`config.mk`:
```
export PLATFORM = sky130hd
export DESIGN_NAME = url_percent_decoder_core
export DESIGN_NICKNAME = d
export VERILOG_FILES = /design/src/rtl/urld_pkg.sv /design/src/rtl/urld_front.sv /design/src/rtl/urld_fifo.sv /design/src/rtl/urld_back.sv /design/src/rtl/url_percent_decoder_core.sv
export SDC_FILE = /design/constraint.sdc
export NUM_CORES = 1
export LEC_CHECK = 0
export ABC_AREA = 1
export BUFFER_PORTS_ARGS = -buffer_cell sky130_fd_sc_hd__buf_2
export CELL_PAD_IN_SITES_DETAIL_PLACEMENT = 1
export CELL_PAD_IN_SITES_GLOBAL_PLACEMENT = 1
export CORE_ASPECT_RATIO = 1.25
export CORE_UTILIZATION = 30
export DETAILED_ROUTE_END_ITERATION = 6
export PLACE_DENSITY_LB_ADDON = 0.1
export SYNTH_ARGS = -nofsm -noshare
export SYNTH_HDL_FRONTEND = slang
export SYNTH_SLANG_ARGS = --single-unit
```
`constraint.sdc`:
```
create_clock -name clk -period 3.02 [get_ports clk]
set_input_delay 0.453 -clock clk [delete_from_list [all_inputs] [get_ports clk]]
set_output_delay 0.453 -clock clk [all_outputs]
set_load 0.005 [all_outputs]
```
`src/rtl/urld_pkg.sv`:
```
`timescale 1ns / 1ps
// ----------------------------------------------------------------------------
// urld_pkg
// Types, character codes and helpers shared by the percent decoder modules.
// ----------------------------------------------------------------------------
package urld_pkg;

	localparam int FIFO_DEPTH_DEF = 4;

	localparam logic [7:0] CH_PERCENT = 8'h25;
	localparam logic [7:0] CH_PLUS    = 8'h2B;
	localparam logic [7:0] CH_SPACE   = 8'h20;

	localparam logic [1:0] HELD_IDLE  = 2'd0;
	localparam logic [1:0] HELD_PCT   = 2'd1;
	localparam logic [1:0] HELD_DIGIT = 2'd2;

	typedef struct packed {
		logic [7:0] in_byte;
		logic       in_last;
	} enc_item_t;

	typedef struct packed {
		logic [7:0] out_byte;
		logic       out_last;
	} dec_item_t;

	// Up to three bytes to emit; last applies to the final one.
	typedef struct packed {
		logic [1:0] n;
		logic [7:0] b0;
		logic [7:0] b1;
		logic [7:0] b2;
		logic       last;
	} cmd_t;

	typedef struct packed {
		logic empty;
		logic full;
	} fifo_stat_t;

	function automatic logic is_hex(input logic [7:0] c);
		return (c >= 8'h30 && c <= 8'h39) || (c >= 8'h41 && c <= 8'h46) ||
			(c >= 8'h61 && c <= 8'h66);
	endfunction

	// Valid only for hex digit characters.
	function automatic logic [3:0] hex_val(input logic [7:0] c);
		return c[3:0] + (c[6] ? 4'd9 : 4'd0);
	endfunction

endpackage

```
`src/rtl/urld_front.sv`:
```
`timescale 1ns / 1ps
// ----------------------------------------------------------------------------
// urld_front
// Escape tracker: classifies each accepted byte and issues an emit command when bytes are due.
// ----------------------------------------------------------------------------
module urld_front import urld_pkg::*; (
	input  logic      clk,
	input  logic      arst_n,
	input  logic      accept,
	input  enc_item_t enc,
	output logic      cmd_valid,
	output cmd_t      cmd
);

	logic [1:0] held_q;
	logic [7:0] digit_q;
	logic [1:0] held_d;
	logic       ib_emit;
	logic [7:0] ib_byte;
	logic       b_hex;
	logic       b_pct;

	assign b_hex = is_hex(enc.in_byte);
	assign b_pct = (enc.in_byte == CH_PERCENT);

	always_comb begin
		ib_emit = !(b_pct && !enc.in_last);
		if (b_pct) begin
			ib_byte = CH_PERCENT;
		end else if (enc.in_byte == CH_PLUS) begin
			ib_byte = CH_SPACE;
		end else begin
			ib_byte = enc.in_byte;
		end
	end

	always_comb begin
		cmd      = '0;
		cmd.last = enc.in_last;
		held_d   = (b_pct && !enc.in_last) ? HELD_PCT : HELD_IDLE;
		unique case (held_q)
			HELD_PCT: begin
				if (b_hex && !enc.in_last) begin
					held_d = HELD_DIGIT;
				end else begin
					cmd.n  = 2'd1 + {1'b0, ib_emit};
					cmd.b0 = CH_PERCENT;
					cmd.b1 = ib_byte;
				end
			end
			HELD_DIGIT: begin
				if (b_hex) begin
					held_d = HELD_IDLE;
					cmd.n  = 2'd1;
					cmd.b0 = {hex_val(digit_q), hex_val(enc.in_byte)};
				end else begin
					cmd.n  = 2'd2 + {1'b0, ib_emit};
					cmd.b0 = CH_PERCENT;
					cmd.b1 = digit_q;
					cmd.b2 = ib_byte;
				end
			end
			default: begin
				cmd.n  = {1'b0, ib_emit};
				cmd.b0 = ib_byte;
			end
		endcase
	end

	assign cmd_valid = accept && (cmd.n != 2'd0);

	always_ff @(posedge clk or negedge arst_n) begin
		if (!arst_n) begin
			held_q <= HELD_IDLE;
		end else if (accept) begin
			held_q <= held_d;
		end
	end

	always_ff @(posedge clk) begin
		if (accept && held_q == HELD_PCT) begin
			digit_q <= enc.in_byte;
		end
	end

endmodule

```
`src/rtl/urld_fifo.sv`:
```
`timescale 1ns / 1ps
// ----------------------------------------------------------------------------
// urld_fifo
// Small command queue between the escape tracker and the byte emitter.
// ----------------------------------------------------------------------------
module urld_fifo import urld_pkg::*; #(
	parameter int DEPTH = FIFO_DEPTH_DEF
) (
	input  logic       clk,
	input  logic       arst_n,
	input  logic       wr_en,
	input  cmd_t       wr_data,
	input  logic       rd_en,
	output cmd_t       rd_data,
	output fifo_stat_t stat
);

	localparam int AW = (DEPTH > 1) ? $clog2(DEPTH) : 1;
	localparam logic [AW-1:0] LAST_IDX = AW'(DEPTH - 1);
	localparam logic [AW:0]   FULL_CNT = (AW + 1)'(DEPTH);

	cmd_t          mem_q [DEPTH];
	logic [AW-1:0] wr_ptr_q;
	logic [AW-1:0] rd_ptr_q;
	logic [AW:0]   cnt_q;

	assign rd_data    = mem_q[rd_ptr_q];
	assign stat.empty = (cnt_q == '0);
	assign stat.full  = (cnt_q == FULL_CNT);

	always_ff @(posedge clk) begin
		if (wr_en) begin
			mem_q[wr_ptr_q] <= wr_data;
		end
	end

	always_ff @(posedge clk or negedge arst_n) begin
		if (!arst_n) begin
			wr_ptr_q <= '0;
			rd_ptr_q <= '0;
			cnt_q    <= '0;
		end else begin
			if (wr_en) begin
				wr_ptr_q <= (wr_ptr_q == LAST_IDX) ? '0 : wr_ptr_q + 1'b1;
			end
			if (rd_en) begin
				rd_ptr_q <= (rd_ptr_q == LAST_IDX) ? '0 : rd_ptr_q + 1'b1;
			end
			if (wr_en && !rd_en) begin
				cnt_q <= cnt_q + 1'b1;
			end else if (rd_en && !wr_en) begin
				cnt_q <= cnt_q - 1'b1;
			end
		end
	end

endmodule

```
`src/rtl/urld_back.sv`:
```
`timescale 1ns / 1ps
// ----------------------------------------------------------------------------
// urld_back
// Byte emitter: walks each queued command and fills the output register.
// ----------------------------------------------------------------------------
module urld_back import urld_pkg::*; (
	input  logic       clk,
	input  logic       arst_n,
	input  cmd_t       head,
	input  fifo_stat_t stat,
	output logic       head_pop,
	input  logic       pop,
	output logic       empty,
	output dec_item_t  dec
);

	logic [1:0] idx_q;
	logic       ovalid_q;
	dec_item_t  out_q;
	logic       take;
	logic       final_b;
	logic [7:0] sel_byte;

	assign take     = !stat.empty && (!ovalid_q || pop);
	assign final_b  = (idx_q == head.n - 2'd1);
	assign head_pop = take && final_b;
	assign empty    = !ovalid_q;
	assign dec      = out_q;

	always_comb begin
		case (idx_q)
			2'd0:    sel_byte = head.b0;
			2'd1:    sel_byte = head.b1;
			default: sel_byte = head.b2;
		endcase
	end

	always_ff @(posedge clk or negedge arst_n) begin
		if (!arst_n) begin
			idx_q    <= '0;
			ovalid_q <= 1'b0;
		end else begin
			if (take) begin
				idx_q    <= final_b ? 2'd0 : idx_q + 2'd1;
				ovalid_q <= 1'b1;
			end else if (pop) begin
				ovalid_q <= 1'b0;
			end
		end
	end

	always_ff @(posedge clk) begin
		if (take) begin
			out_q.out_byte <= sel_byte;
			out_q.out_last <= head.last && final_b;
		end
	end

endmodule

```
`src/rtl/url_percent_decoder_core.sv`:
```
`timescale 1ns / 1ps
// ----------------------------------------------------------------------------
// url_percent_decoder_core
// Streaming URL percent decoder: one byte in per cycle unless full, decoded out.
// Path: an accepted byte's command is written into the queue, then its first
// byte is registered on dec; further bytes of a command follow one per cycle while popped.
// Throughput: one input byte per cycle unless full; one decoded byte per cycle while
// popped, set by the single output register; a failed escape emits up to three
// bytes, absorbed by the FIFO_DEPTH-command queue that backpressures through full.
// Reset: arst_n clears the escape state, the queue and the output valid flag.
// ----------------------------------------------------------------------------
module url_percent_decoder_core import urld_pkg::*; #(
	parameter int FIFO_DEPTH = FIFO_DEPTH_DEF
) (
	input  logic      clk,
	input  logic      arst_n,
	input  logic      push,
	output logic      full,
	input  enc_item_t enc,
	output logic      empty,
	input  logic      pop,
	output dec_item_t dec
);

	logic       accept;
	logic       cmd_valid;
	cmd_t       cmd;
	cmd_t       head;
	logic       head_pop;
	fifo_stat_t fstat;

	assign full   = fstat.full;
	assign accept = push && !fstat.full;

	urld_front u_front (
		.clk       (clk),
		.arst_n    (arst_n),
		.accept    (accept),
		.enc       (enc),
		.cmd_valid (cmd_valid),
		.cmd       (cmd)
	);

	urld_fifo #(
		.DEPTH (FIFO_DEPTH)
	) u_fifo (
		.clk     (clk),
		.arst_n  (arst_n),
		.wr_en   (cmd_valid),
		.wr_data (cmd),
		.rd_en   (head_pop),
		.rd_data (head),
		.stat    (fstat)
	);

	urld_back u_back (
		.clk      (clk),
		.arst_n   (arst_n),
		.head     (head),
		.stat     (fstat),
		.head_pop (head_pop),
		.pop      (pop),
		.empty    (empty),
		.dec      (dec)
	);

	a_fifo_stat: assert property (@(posedge clk) disable iff (!arst_n)
		!(fstat.empty && fstat.full))
		else $error("queue both empty and full");

	a_pop_nonempty: assert property (@(posedge clk) disable iff (!arst_n)
		head_pop |-> !fstat.empty)
		else $error("command popped from empty queue");

	a_cmd_nonzero: assert property (@(posedge clk) disable iff (!arst_n)
		cmd_valid |-> (cmd.n != 2'd0 && !fstat.full))
		else $error("bad command transfer");

	a_hold_out: assert property (@(posedge clk) disable iff (!arst_n)
		(!empty && !pop) |=> (!empty && $stable(dec)))
		else $error("result changed while stalled");

endmodule

```
# After elaboration in Yosys (flattened, before gate mapping)
# Memory sizes are Yosys's and may differ from the RTL's.
# Cells that the tools add are included.
# totals
reg_bits,29
ram_bits,108
wordCells,87
in_bits,13
out_inout_bits,11
memories,1
# memory_table
memory,depth,word_bits,rd,rd_clocked_by_memory_dff,write_ports,line_no,source
u_fifo.mem_q,4,27,1,0,1,urld_fifo.sv:22,cmd_t mem_q [DEPTH];
# op_classes
n_eq_ne,9
n_reduce_logical,28
n_addsub,10
magnitude_cmp,6
muxes,24
# ops
operator,count
8-bit case mux with 2 select lines,2
8-bit 2-to-1 mux,3
10-bit case mux with 2 select lines,1
18-bit 2-to-1 mux,1
8-bit by 6-bit equality test with 1-bit output (second input constant),2
8-bit by 7-bit >= comparator with 1-bit output (second input constant),2
8-bit by 7-bit <= comparator with 1-bit output (second input constant),2
16-bit 2-to-1 mux,1
1-bit logical AND,13
10-bit 2-to-1 mux,1
2-bit 2-to-1 mux,5
4-bit adder,2
8-bit by 6-bit >= comparator with 1-bit output (second input constant),1
8-bit by 6-bit <= comparator with 1-bit output (second input constant),1
4-bit 2-to-1 mux,2
1-bit logical NOT,7
2-bit by 1-bit adder with 2-bit output (second input constant),3
2-bit equality test (second input constant),3
3-bit 2-to-1 mux,2
2-bit nonzero test,3
1-bit 2-to-1 mux,5
2-bit by 1-bit equality test with 1-bit output (second input constant),2
2-bit case mux with 2 select lines,1
3-bit by 1-bit adder with 3-bit output (second input constant),1
9 further kinds,11

# Longest topological paths before layout
# Gate-level depths: netlist of the first run.
# logic_depth
word_depth,13
ltp_mapped,16
ltp_nobuf,16

# Hierarchy
# Synthesis of the first run repeated with hierarchy kept, for this count alone.
# hier_totals
cells_unflattened,574
hier_area_um2,6451.2
# by_module_without_submodules
mod,cells_each,seq_area_each_um2,n_inst,area_each_um2
urld_fifo,366,3418.3,1,4740.8
urld_front,137,290.3,1,1032.2
urld_back,69,345.3,1,668.1
url_percent_decoder_core,2,0.0,1,10.0

# Worst setup path after synthesis of the first run
# OpenSTA, ideal clock, no wires.
# synth_path
path_kind,register -> register
startpoint,reg u_front.held_q[0]
endpoint,mem u_fifo.mem_q[3][0] in the netlist's numbering (enable)
stages_incl_launch_ff,8
t_arrival_ps,2403
t_required_ps,2609
setup_slack_ps,206
period_less_slack_ps,2814
setup_time_ps,411
path_buffers,0
path_cell_list,dfrtp_1 inv_1 ha_1 nor2_1 nand2_1 nand3_4 nand2_4 nor2_1
# synth_between
elab_chain_cells,6
word_cells_on_any_way,7
classes_between,eq/ne (2); mux (3); reduce/logical (2)
# synth_lines
element,line_no,source
from (decl),urld_front.sv:15,logic [1:0] held_q;
from (signal assigned),urld_front.sv:76,held_q <= held_d;
2-bit equality test / 2-bit by 1-bit equality test with 1-bit output (equally long branches),urld_front.sv:41,unique case (held_q)
10-bit case mux with 2 select lines (*),urld_front.sv:41,
2-bit nonzero test (*),urld_front.sv:70,assign cmd_valid = accept && (cmd.n != 2'd0);
1-bit logical AND (*),urld_front.sv:70,
1-bit 2-to-1 mux (*),urld_fifo.sv:32,if (wr_en) begin
1-bit 2-to-1 mux (implied by the code) (*),urld_fifo.sv:33,mem_q[wr_ptr_q] <= wr_data;
to (decl),urld_fifo.sv:22,
# Mark *: on every way between the ends. The rest lies on a longest branch, timed or not.

# Final worst setup path of the first run
# layout_path
startpoint,reg u_fifo.rd_ptr_q[0]
endpoint,reg u_fifo.cnt_q[2]
# layout_between
elab_chain_cells,7
word_cells_on_any_way,9
classes_between,add/sub (1); eq/ne (1); mux (1); reduce/logical (5); memory (1)
# layout_lines
element,line_no,source
from (decl),urld_fifo.sv:24,logic [AW-1:0] rd_ptr_q;
from (signal assigned),urld_fifo.sv:47,rd_ptr_q <= (rd_ptr_q == LAST_IDX) ? '0 : rd_ptr_q + 1'b1;
memory read 4 x 27 bit (*),n/a,
2-bit by 1-bit subtractor with 2-bit output (*),urld_back.sv:25,assign final_b = (idx_q == head.n - 2'd1);
2-bit equality test (*),urld_back.sv:25,
1-bit logical AND (*),urld_back.sv:26,assign head_pop = take && final_b;
1-bit logical NOT,urld_fifo.sv:49,if (wr_en && !rd_en) begin
1-bit logical AND,urld_fifo.sv:49,
3-bit 2-to-1 mux / 2-bit nonzero test (equally long branches),n/a,
to (signal assigned),urld_fifo.sv:50,cnt_q <= cnt_q + 1'b1;
to (signal assigned),urld_fifo.sv:52,cnt_q <= cnt_q - 1'b1;
to (decl),urld_fifo.sv:25,logic [AW:0] cnt_q;
# Marked as above.
# A chain may end at the register's enable or synchronous reset.

==> results of run 1 <==
==> cells in the mapped netlist <==
master / instances / area [µm²]
nand3_4: 1 / 17.52
edfxtp_1: 125 / 3754
o211ai_1: 2 / 15.01
xnor2_1: 4 / 35.03
inv_1: 33 / 123.9
o32ai_1: 3 / 26.28
o22ai_1: 26 / 162.7
dfrtp_1: 12 / 300.3
buf_2: 3 / 15.01
o21ai_0: 60 / 300.3
mux2_2: 1 / 11.26
o31ai_1: 1 / 7.510
inv_4: 1 / 6.260
nor2_1: 75 / 281.5
buf_6: 1 / 11.26
xor2_1: 2 / 17.52
xor2_2: 1 / 16.27
or2_1: 1 / 6.260
o21ai_1: 10 / 50.05
and2_1: 1 / 6.260
nand2_4: 1 / 11.26
ha_1: 14 / 175.2
nand3_2: 2 / 20.02
nand2_1: 65 / 244.0
nor4_1: 1 / 6.260
fa_1: 1 / 20.02
clkbuf_1: 17 / 63.81
o311ai_0: 1 / 8.760
inv_2: 6 / 22.52
nand2_2: 5 / 31.28
nand4_1: 1 / 6.260
nand3_1: 37 / 185.2
a21oi_1: 2 / 10.01
==> logic make-up after synthesis <==
kind of cell,Yosys count,share of synthesized area
simple gates,190,0.1367
flops,137,0.6792
compound gates,105,0.09728
buf+inv,61,0.04067
fa+ha+maj,15,0.03270
xor+xnor,7,0.01153
mux,1,0.001887
==> worst max-delay path: cells and delay by family (launching register included) <==
kind                       cells  cell delay [ns]
AOI/OAI and AO/OA              3             0.37
xor gates and xnor gates       2             0.29
DFF                            1             0.63
adders and majority gates      2             0.54
buffers and inverters          2             0.21
and+or+nand+nor                4             0.42
==> state kept, by name (all words and copies together) (netlist names) <==
register         flops
u_fifo.mem_q       108
u_back.dec           9
u_front.digit_q      8
u_fifo.cnt_q         3
u_back.idx_q         2
u_fifo.rd_ptr_q      2
u_fifo.wr_ptr_q      2
u_front.held_q       2
u_back.ovalid_q      1
==> through the flow <==
| stage | power, mW | setup slack (ns) |
|---|---|---|
| floorplan | 4.067 | 0.2057 |
| global placement | 4.860 | 0.3680 |
| detailed placement | 4.911 | 0.3189 |
| CTS | 7.238 | 0.3885 |
| global route | 7.541 | 0.1593 |
| finish | 7.125 | 0.4343 |
==> final cells by class <==
type	instances	share of cell area
flip-flops and latches	137	0.5647
clock inverters	14	0.03172
well taps	265	0.04618
repair buffers	41	0.04217
clock buffers	18	0.05978
multi-input cells	318	0.2342
inverters	40	0.02126
==> worst paths after layout <==
| path | startpoint | endpoint | cells past startpoint |
|---|---|---|---|
| worst max-delay path | u_fifo.rd_ptr_q[0]$_DFFE_PN0P_ | u_fifo.cnt_q[2]$_DFFE_PN0P_ | 13 |
| worst min-delay path | pop | u_back.ovalid_q$_DFFE_PN0P_ | 2 |
| worst max register to register | u_fifo.rd_ptr_q[0]$_DFFE_PN0P_ | u_fifo.cnt_q[2]$_DFFE_PN0P_ | 13 |
| worst min register to register | u_fifo.cnt_q[2]$_DFFE_PN0P_ | u_back.ovalid_q$_DFFE_PN0P_ | 2 |
| max in group asynchronous | arst_n | u_back.idx_q[1]$_DFFE_PN0P_ | 2 |
| min in group asynchronous | arst_n | u_fifo.wr_ptr_q[1]$_DFFE_PN0P_ | 2 |
==> routing by layer <==
metal  routed length (µm)  vias up  GRT usage
li1                     -     1903          -
met2                 7690       57     0.2752
met1                 6984     2045     0.2033
met3                  421       20    0.03451
met5                    0        -          0
met4                  284        0    0.06043
==> power groups by stage <==
stage               Combinational [mW]  Sequential, mW  Clock [mW]
global route                      2.37            2.74        2.43
finish                            2.12            2.70        2.31
floorplan                         1.37            2.70           0
global placement                  2.14            2.72           0
detailed placement                2.17            2.74           0
CTS                               2.17            2.70        2.36
==> placed cells by master (no fill, tap or decap), types with 2 or more instances in the layout <==
| master | count |
|---|---|
| a21oi_1 | 2 |
| buf_12 | 4 |
| buf_2 | 23 |
| buf_4 | 13 |
| bufinv_16 | 6 |
| clkbuf_16 | 17 |
| clkinv_1 | 2 |
| clkinv_2 | 2 |
| clkinvlp_4 | 4 |
| dfrtp_1 | 12 |
| edfxtp_1 | 125 |
| ha_1 | 14 |
| inv_1 | 33 |
| inv_2 | 6 |
| nand2_1 | 65 |
| nand2_2 | 5 |
| nand3_1 | 37 |
| nand3_2 | 2 |
| nor2_1 | 71 |
| nor2_2 | 4 |
| o211ai_1 | 2 |
| o21ai_0 | 60 |
| o21ai_1 | 10 |
| o22ai_1 | 26 |
| o32ai_1 | 3 |
| xnor2_1 | 4 |
| xor2_1 | 2 |
==> what timing repair did <==
action                     CTS  global route
setup endpoints to repair    0             0
hold buffers                 1             0
setup buffers                0             0
hold endpoints to repair    12             0
==> qor.csv, run 1 <==
metric,value,unit
Power Dens Cells,992.4,nW/µm²
final core occ,0.3687,
post-route ant nets,0,
FP Rows,57,
#FFs+latches synth,137,
post-route setup TNS,0,ns
Synth Area per Inst,11.57,µm²
GRT Residual Overflow,0,
fin. max-slew vios,0,
DP HPWL,9.929,mm
outcome,completed,
Placed Cells,800,
via count,4025,
register area,4054,µm²
I/O Pins,24,
Skew-Pair Late Insertion Delay,0.42,ns
flop-to-flop setup slack,0.43,ns
CP Launch Type,flop,
Remaining DRCs,0,
Core Area,19470,µm²
clock power share,0.324,
Max Root-Sink Buffers,2,
"Cell Count, Final, Fillers Out",833,
relative max-transition margin,0.3572,
Fillers,2134,
crit path max fanout,13,
number of I/O port buffers,23,
Power Internal,4.785,mW
via/cell ratio,4.832,
Sw Pwr,2.340,mW
clk root buf,clkbuf_16,
Placer Congestion,0.7825,
area grow syn2layout,20.29,%
Critical Path RT,3.32,ns
final setup fails,0,
vias in the first global route,4220,
largest net degree at the start of global routing,43,
overall routing resource usage,0.1628,
post-synth net total,544,
# clock sinks,137,
"Hold Vio Cnt, Final",0,
synthesized area,5968,µm²
Post-Syn Instances,516,
CP max-delay cell,dfrtp_1,
die height,159.7,µm
static leakage,2.643,nW
Fin Hold WS,0.2229,ns
Flop pwr share,0.378,
worst-path cell chain,inv_4 -> nand2_1 -> nand3_1 -> nand2_2 -> xor2_2 -> o21ai_1 -> nand3_2 -> ha_1 -> inv_1 -> fa_1 -> a21oi_1 -> o21ai_0 -> xor2_1,
chip width,128.2,µm
"IR drop worst, VDD",0.3885,mV
Final Critical Period,2.586,ns
Worst-path clk slew,0.06,ns
"Seq/Total Area, Yosys",0.6792,
first-pass GRT wire length,24.00,mm
initial core utilization,0.3065,
Yosys cell types,33,
worst min path class,in2reg,
crit-path max cell delay,0.63,ns
Crit. End Element,flop,
initial antenna violation count,0,
CTS tree,done,
Multi-input gate area,1682,µm²
cts bufs inserted,17,
fin area,7179,µm²
post-cts resize count,0,
drt initial violations,182,
MaxCap Viol Count,0,
crit path DAT,2.88,ns
Logic pwr share,0.298,
full die area,20470,µm²
share of layout cells above drive strength 1,0.1602,
Clock Skew,0.009150,ns
RSZ-0062 raised after global routing,false,
fin crit share,0.8562,
sw frac,0.3284,
measured slew at the worst slew-check pin,0.9606,ns
Setup CP Type,reg2reg,
H-tree depth,4,
# diodes,0,
"Warnings, synthesis",0,
Fmax,386.7,MHz
DR WL/cell,18.46,µm
DP Area,6513,µm²
Total Routed Length,15.38,mm
Final nets,583,
Pre-antenna DRT Iters,5,
(Power assumes the default switching activity.)
==> run 2: changes to the inputs <==
--- a/config.mk
+++ b/config.mk
@@ -10,9 +10,10 @@
 export CELL_PAD_IN_SITES_DETAIL_PLACEMENT = 1
 export CELL_PAD_IN_SITES_GLOBAL_PLACEMENT = 1
 export CORE_ASPECT_RATIO = 1.25
-export CORE_UTILIZATION = 30
+export CORE_UTILIZATION = 45
 export DETAILED_ROUTE_END_ITERATION = 6
 export PLACE_DENSITY_LB_ADDON = 0.1
+export REMOVE_ABC_BUFFERS = 1
 export SYNTH_ARGS = -nofsm -noshare
 export SYNTH_HDL_FRONTEND = slang
 export SYNTH_SLANG_ARGS = --single-unit
==> run 2 against run 1 <==
Routed wire length shrank 5.0%. Clock power shrank 12%. Critical path depth shrank 1. Maximum frequency shrank 4.6%. Die area shrank 33%. Count of clock-buffer cells in the layout grew 1. Largest power group unchanged. Combinational power is essentially flat.
==> qor.csv, run 2 (same netlist as run 1, synthesis figures left out) <==
metric,value,unit,change
Pre-antenna DRT Iters,4,,was 5
overall routing resource usage,0.2345,,was 0.1628
first-pass GRT wire length,23.29,mm,was 24.00 mm
post-route setup TNS,0,ns,unchanged
area grow syn2layout,16.21,%,was 20.29%
Post-CTS Setup Bufs,0,,unchanged
worst reg2reg endpoint,u_fifo.cnt_q[1]$_DFFE_PN0P_,,was u_fifo.cnt_q[2]$_DFFE_PN0P_
full die area,13730,µm²,was 20470 µm²
Worst Hold End,u_back.ovalid_q$_DFFE_PN0P_,,unchanged
post-route ant nets,0,,unchanged
# clock sinks,137,,unchanged
measured slew at the worst slew-check pin,0.8642,ns,was 0.9606 ns
number of I/O port buffers,23,,unchanged
cell count of the worst reg-to-reg path,12,,was 13
"Hold Vio Cnt, Final",0,,unchanged
worst min path class,in2reg,,unchanged
via count,3973,,was 4025
MaxCap Viol Count,0,,unchanged
I/O Pins,24,,unchanged
final setup fails,0,,unchanged
Power Dens Cells,982.7,nW/µm²,was 992.4 nW/µm²
cts bufs inserted,17,,unchanged
cell depth of the worst hold path,2,,unchanged
Top reg by flops,u_fifo.mem_q,,unchanged
Final Critical Period,2.711,ns,was 2.586 ns
CTS tree,done,,unchanged
flop-to-flop setup slack,0.31,ns,was 0.43 ns
initial core utilization,0.4650,,was 0.3065
vias in the first global route,4245,,was 4220
# diodes,0,,unchanged
worst-path cell chain,inv_1 -> ha_1 -> inv_1 -> nand3_1 -> nand2_2 -> nand3_4 -> nand2_4 -> inv_2 -> ha_1 -> inv_1 -> fa_1 -> mux2_2,,was inv_4 -> nand2_1 -> nand3_1 -> nand2_2 -> xor2_2 -> o21ai_1 -> nand3_2 -> ha_1 -> inv_1 -> fa_1 -> a21oi_1 -> o21ai_0 -> xor2_1
share of layout cells above drive strength 1,0.1555,,was 0.1602
Fmax,368.8,MHz,was 386.7 MHz
H-tree depth,4,,unchanged
relative max-transition margin,0.4218,,was 0.3572
Critical R2R Launch,u_front.held_q[0]$_DFFE_PN0P_,,was u_fifo.rd_ptr_q[0]$_DFFE_PN0P_
fin. max-slew vios,0,,unchanged
CP max-delay cell,fa_1,,was dfrtp_1
RSZ-0062 raised after global routing,false,,unchanged
post-cts resize count,0,,unchanged
DR WL/cell,19.90,µm,was 18.46 µm
FP Rows,46,,was 57
initial antenna violation count,0,,unchanged
Total Routed Length,14.61,mm,was 15.38 mm
dpl ws,0.3037,ns,was 0.3189 ns
crit-path max cell delay,0.42,ns,was 0.63 ns
static leakage,2.598,nW,was 2.643 nW
Skew-Pair Late Insertion Delay,0.40,ns,was 0.42 ns
DP HPWL,9.397,mm,was 9.929 mm
hold-fix buffer count after cts,1,,unchanged
clk root buf,clkbuf_16,,unchanged
Remaining DRCs,0,,unchanged
Worst-path clk slew,0.06,ns,about the same
via/cell ratio,5.413,,was 4.832
outcome,completed,,unchanged
Worst Min Path Start,pop,,unchanged
CP Launch Type,flop,,unchanged
Max Root-Sink Buffers,2,,unchanged
Power Total,6.816,mW,was 7.125 mW
"leading cell type in the layout, fill and taps excluded",edfxtp_1,,unchanged
Critical Path RT,3.31,ns,was 3.32 ns
drt initial violations,213,,was 182
Setup CP Type,reg2reg,,unchanged
Placer Congestion,0.8343,,was 0.7825
Crit. End Element,flop,,unchanged
"most used cell, CP",inv_1,,
largest net degree at the start of global routing,41,,was 43
GRT Residual Overflow,0,,unchanged
Setup WS post-layout,0.3088,ns,was 0.4343 ns
number of flip-flops in the largest register,108,,unchanged
Final nets,581,,was 583
chip width,105.0,µm,was 128.2 µm
fin crit share,0.8978,,was 0.8562
Clock Skew,0.007832,ns,was 0.009150 ns
"IR drop worst, VDD",0.4867,mV,was 0.3885 mV
most frequent cells in the layout,"edfxtp_1, nor2_1, nand2_1",,unchanged
die height,130.8,µm,was 159.7 µm
crit path DAT,3.00,ns,was 2.88 ns
Core Area,12830,µm²,was 19470 µm²
crit path max fanout,11,,was 13
==> run 2: metrics by stage <==
step,hold slack (ns),instances,cell area [µm²],util
floorplan,0.1574,495,5878,-
global placement,0.3586,701,6339,0.4939
detailed placement,0.3635,701,6339,0.4939
CTS,0.2155,734,6935,0.5404
global route,0.2522,734,6935,0.5404
finish,0.2346,734,6935,0.5404
==> run 2: worst max-delay path by stage <==
stage,start,endpoint
after global routing,u_front.held_q[0]$_DFFE_PN0P_,u_fifo.cnt_q[1]$_DFFE_PN0P_
after floorplan,u_front.held_q[0]$_DFFE_PN0P_,u_fifo.mem_q[3][0]$_DFFE_PP_
after detailed placement,enc[5],u_fifo.cnt_q[1]$_DFFE_PN0P_
after global placement,enc[5],u_fifo.cnt_q[1]$_DFFE_PN0P_
final,u_front.held_q[0]$_DFFE_PN0P_,u_fifo.cnt_q[1]$_DFFE_PN0P_
after CTS,u_front.held_q[0]$_DFFE_PN0P_,u_fifo.cnt_q[1]$_DFFE_PN0P_
==> run 2: final cells by class <==
cell class,instances,area [µm²]
well taps,168,210.2
multi-input cells,318,1682
fillers,1344,5899
inverters,40,152.6
flip-flops and latches,137,4054
clock buffers,19,432.9
clock inverters,13,153.9
repair buffers,39,250.2
==> run 2: critical path, delay by kind of cell, from the launching register on <==
| kind | cells | cell delay, ns |
|---|---|---|
| adder cells (fa/ha/maj) | 3 | 0.97 |
| buffers and inverters | 4 | 0.52 |
| AND/OR/NAND/NOR | 4 | 0.48 |
| flip-flops | 1 | 0.35 |
| multiplexers | 1 | 0.27 |
==> run 2: routing by layer <==
layer  share of wire  global-route usage  wire, µm  vias up
met5               0                   0         0        -
met4           0.012             0.07871       182        0
met3           0.034             0.04762       502       14
met2            0.52              0.4160      7590       66
met1            0.43              0.2891      6333     1989
li1                -                   -         -     1904
==> run 2: power by group <==
part           total, mW  internal (mW)  switching [mW]
sequential          2.69           2.55           0.139
clock               2.03           1.29           0.744
combinational       2.09          0.681            1.41
==> run 3: changes to the inputs <==
--- a/config.mk
+++ b/config.mk
@@ -6,14 +6,13 @@
 export NUM_CORES = 1
 export LEC_CHECK = 0
 export ABC_AREA = 1
-export BUFFER_PORTS_ARGS = -buffer_cell sky130_fd_sc_hd__buf_2
+export BUFFER_PORTS_ARGS = -buffer_cell sky130_fd_sc_hd__buf_4
 export CELL_PAD_IN_SITES_DETAIL_PLACEMENT = 1
 export CELL_PAD_IN_SITES_GLOBAL_PLACEMENT = 1
 export CORE_ASPECT_RATIO = 1.25
 export CORE_UTILIZATION = 45
 export DETAILED_ROUTE_END_ITERATION = 6
 export PLACE_DENSITY_LB_ADDON = 0.1
-export REMOVE_ABC_BUFFERS = 1
 export SYNTH_ARGS = -nofsm -noshare
 export SYNTH_HDL_FRONTEND = slang
 export SYNTH_SLANG_ARGS = --single-unit
==> run 3 against run 2 <==
Sequential cell count did not move. Maximum frequency rose by 1.3%. Sequential power barely moved. Count of clock-buffer cells in the layout rose by 3. Setup slack improved by 0.034 ns. Final cell count fell by 0.41%. First-iteration DRC count rose by 0.47%. Clock skew rose by 0.0014 ns. Worst hold slack improved by 0.0054 ns. Global-route usage fell by 0.63 points. Total power fell by 0.48%.
==> qor.csv, run 3 (same netlist as run 1, synthesis figures left out) <==
metric,value,unit,change
overall routing resource usage,0.2283,,was 0.2345
number of I/O port buffers,23,,unchanged
Crit. End Element,flop,,unchanged
"IR drop worst, VDD",0.4529,mV,was 0.4867 mV
share of layout cells above drive strength 1,0.1456,,was 0.1555
Critical Path RT,3.31,ns,about the same
CTS tree,done,,unchanged
full die area,13730,µm²,unchanged
area grow syn2layout,16.75,%,was 16.21%
DP HPWL,9.247,mm,was 9.397 mm
I/O Pins,24,,unchanged
first-pass GRT wire length,23.16,mm,was 23.29 mm
H-tree depth,4,,unchanged
static leakage,2.591,nW,was 2.598 nW
# clock sinks,137,,unchanged
"Cell Count, Final, Fillers Out",731,,was 734
Clock Skew,0.009234,ns,was 0.007832 ns
via/cell ratio,5.540,,was 5.413
# diodes,0,,unchanged
Power Total,6.783,mW,was 6.816 mW
Pre-antenna DRT Iters,5,,was 4
Setup CP Type,reg2reg,,unchanged
worst min path class,in2reg,,unchanged
fin. max-slew vios,0,,unchanged
crit path max fanout,11,,unchanged
Post-CTS Setup Bufs,0,,unchanged
MaxCap Viol Count,0,,unchanged
Crit path max-delay family,adder cells,,unchanged
"Hold Vio Cnt, Final",0,,unchanged
Setup WS post-layout,0.3425,ns,was 0.3088 ns
CP Launch Type,flop,,unchanged
Power Dens Cells,973.5,nW/µm²,was 982.7 nW/µm²
post-route ant nets,0,,unchanged
drt initial violations,214,,was 213
hold-fix buffer count after cts,1,,unchanged
outcome,completed,,unchanged
Top reg by flops,u_fifo.mem_q,,unchanged
number of flip-flops in the largest register,108,,unchanged
final setup fails,0,,unchanged
die height,130.8,µm,unchanged
clk root buf,clkbuf_16,,unchanged
DR WL/cell,19.79,µm,was 19.90 µm
"most used cell, CP",inv_1,,unchanged
post-cts resize count,0,,unchanged
fin crit share,0.8866,,was 0.8978
dpl ws,0.2531,ns,was 0.3037 ns
FP Rows,46,,unchanged
initial antenna violation count,0,,unchanged
Worst-path clk slew,0.06,ns,about the same
Core Area,12830,µm²,unchanged
Final nets,578,,was 581
Fmax,373.5,MHz,was 368.8 MHz
via count,4050,,was 3973
Total Routed Length,14.47,mm,was 14.61 mm
initial core utilization,0.4650,,unchanged
"leading cell type in the layout, fill and taps excluded",edfxtp_1,,unchanged
Remaining DRCs,0,,unchanged
CP Buf/Inv Count,4,,unchanged
Placed Cells,698,,was 701
most frequent cells in the layout,"edfxtp_1, nor2_1, nand2_1",,unchanged
Skew-Pair Late Insertion Delay,0.41,ns,was 0.40 ns
RSZ-0062 raised after global routing,false,,unchanged
largest net degree at the start of global routing,49,,was 41
worst-path cell chain,inv_1 -> ha_1 -> inv_1 -> nand3_1 -> nand2_2 -> nand3_4 -> nand2_4 -> inv_2 -> ha_1 -> inv_1 -> fa_1 -> mux2_2,,unchanged
crit-path max cell delay,0.42,ns,about the same
chip width,105.0,µm,unchanged
CP max-delay cell,fa_1,,unchanged
post-route setup TNS,0,ns,unchanged
GRT Residual Overflow,0,,unchanged
cts bufs inserted,17,,unchanged
Placer Congestion,0.8492,,was 0.8343
Final Critical Period,2.677,ns,was 2.711 ns
vias in the first global route,4292,,was 4245
measured slew at the worst slew-check pin,0.7903,ns,was 0.8642 ns
crit path DAT,2.97,ns,was 3.00 ns
Fillers,1338,,was 1344
relative max-transition margin,0.4712,,was 0.4218
Max Root-Sink Buffers,2,,unchanged
## run 3: power by group
| part | internal, mW | leakage (nW) | switching, mW |
|---|---|---|---|
| logic | 0.731 | 1.01 | 1.41 |
| clock network | 1.20 | 0.263 | 0.738 |
| registers | 2.55 | 1.32 | 0.150 |
## run 3: layout make-up
cell class	instances	area, µm²	share of cell area
sequential	137	4054	0.5818
multi-input combinational	318	1682	0.2413
clock buffer	22	444.2	0.06375
inverter	40	152.6	0.02191
timing repair buffer	36	322.8	0.04633
clock inverter	10	102.6	0.01472
tap	168	210.2	0.03017
## run 3: final timing paths
kind,start,endpoint,slack (ns),cells past startpoint
setup / recovery,u_front.held_q[0]$_DFFE_PN0P_,u_fifo.cnt_q[1]$_DFFE_PN0P_,0.34,12
hold / removal,pop,u_back.ovalid_q$_DFFE_PN0P_,0.24,2
setup reg to reg,u_front.held_q[0]$_DFFE_PN0P_,u_fifo.cnt_q[1]$_DFFE_PN0P_,0.34,12
hold reg to reg,u_fifo.cnt_q[0]$_DFFE_PN0P_,u_fifo.cnt_q[0]$_DFFE_PN0P_,0.53,1
max in group asynchronous,arst_n,u_back.idx_q[0]$_DFFE_PN0P_,2.42,2
min in group asynchronous,arst_n,u_front.held_q[1]$_DFFE_PN0P_,0.44,2
## run 3: routing by layer
metal  up-vias  wire, µm  GRT usage
met5         -         0          0
met4         0       255    0.09114
met3        25       566    0.03819
met2        95      7471     0.4009
met1      2032      6173     0.2844
li1       1898         -          -
## run 3: through the flow
| stage | util | area (µm²) | hold WS [ns] |
|---|---|---|---|
| detailed placement | 0.4995 | 6411 | 0.3090 |
| CTS | 0.5429 | 6968 | 0.2331 |
| floorplan | - | 5968 | 0.1574 |
| global route | 0.5429 | 6968 | 0.2362 |
| global placement | 0.4995 | 6411 | 0.3068 |
| finish | 0.5429 | 6968 | 0.2399 |
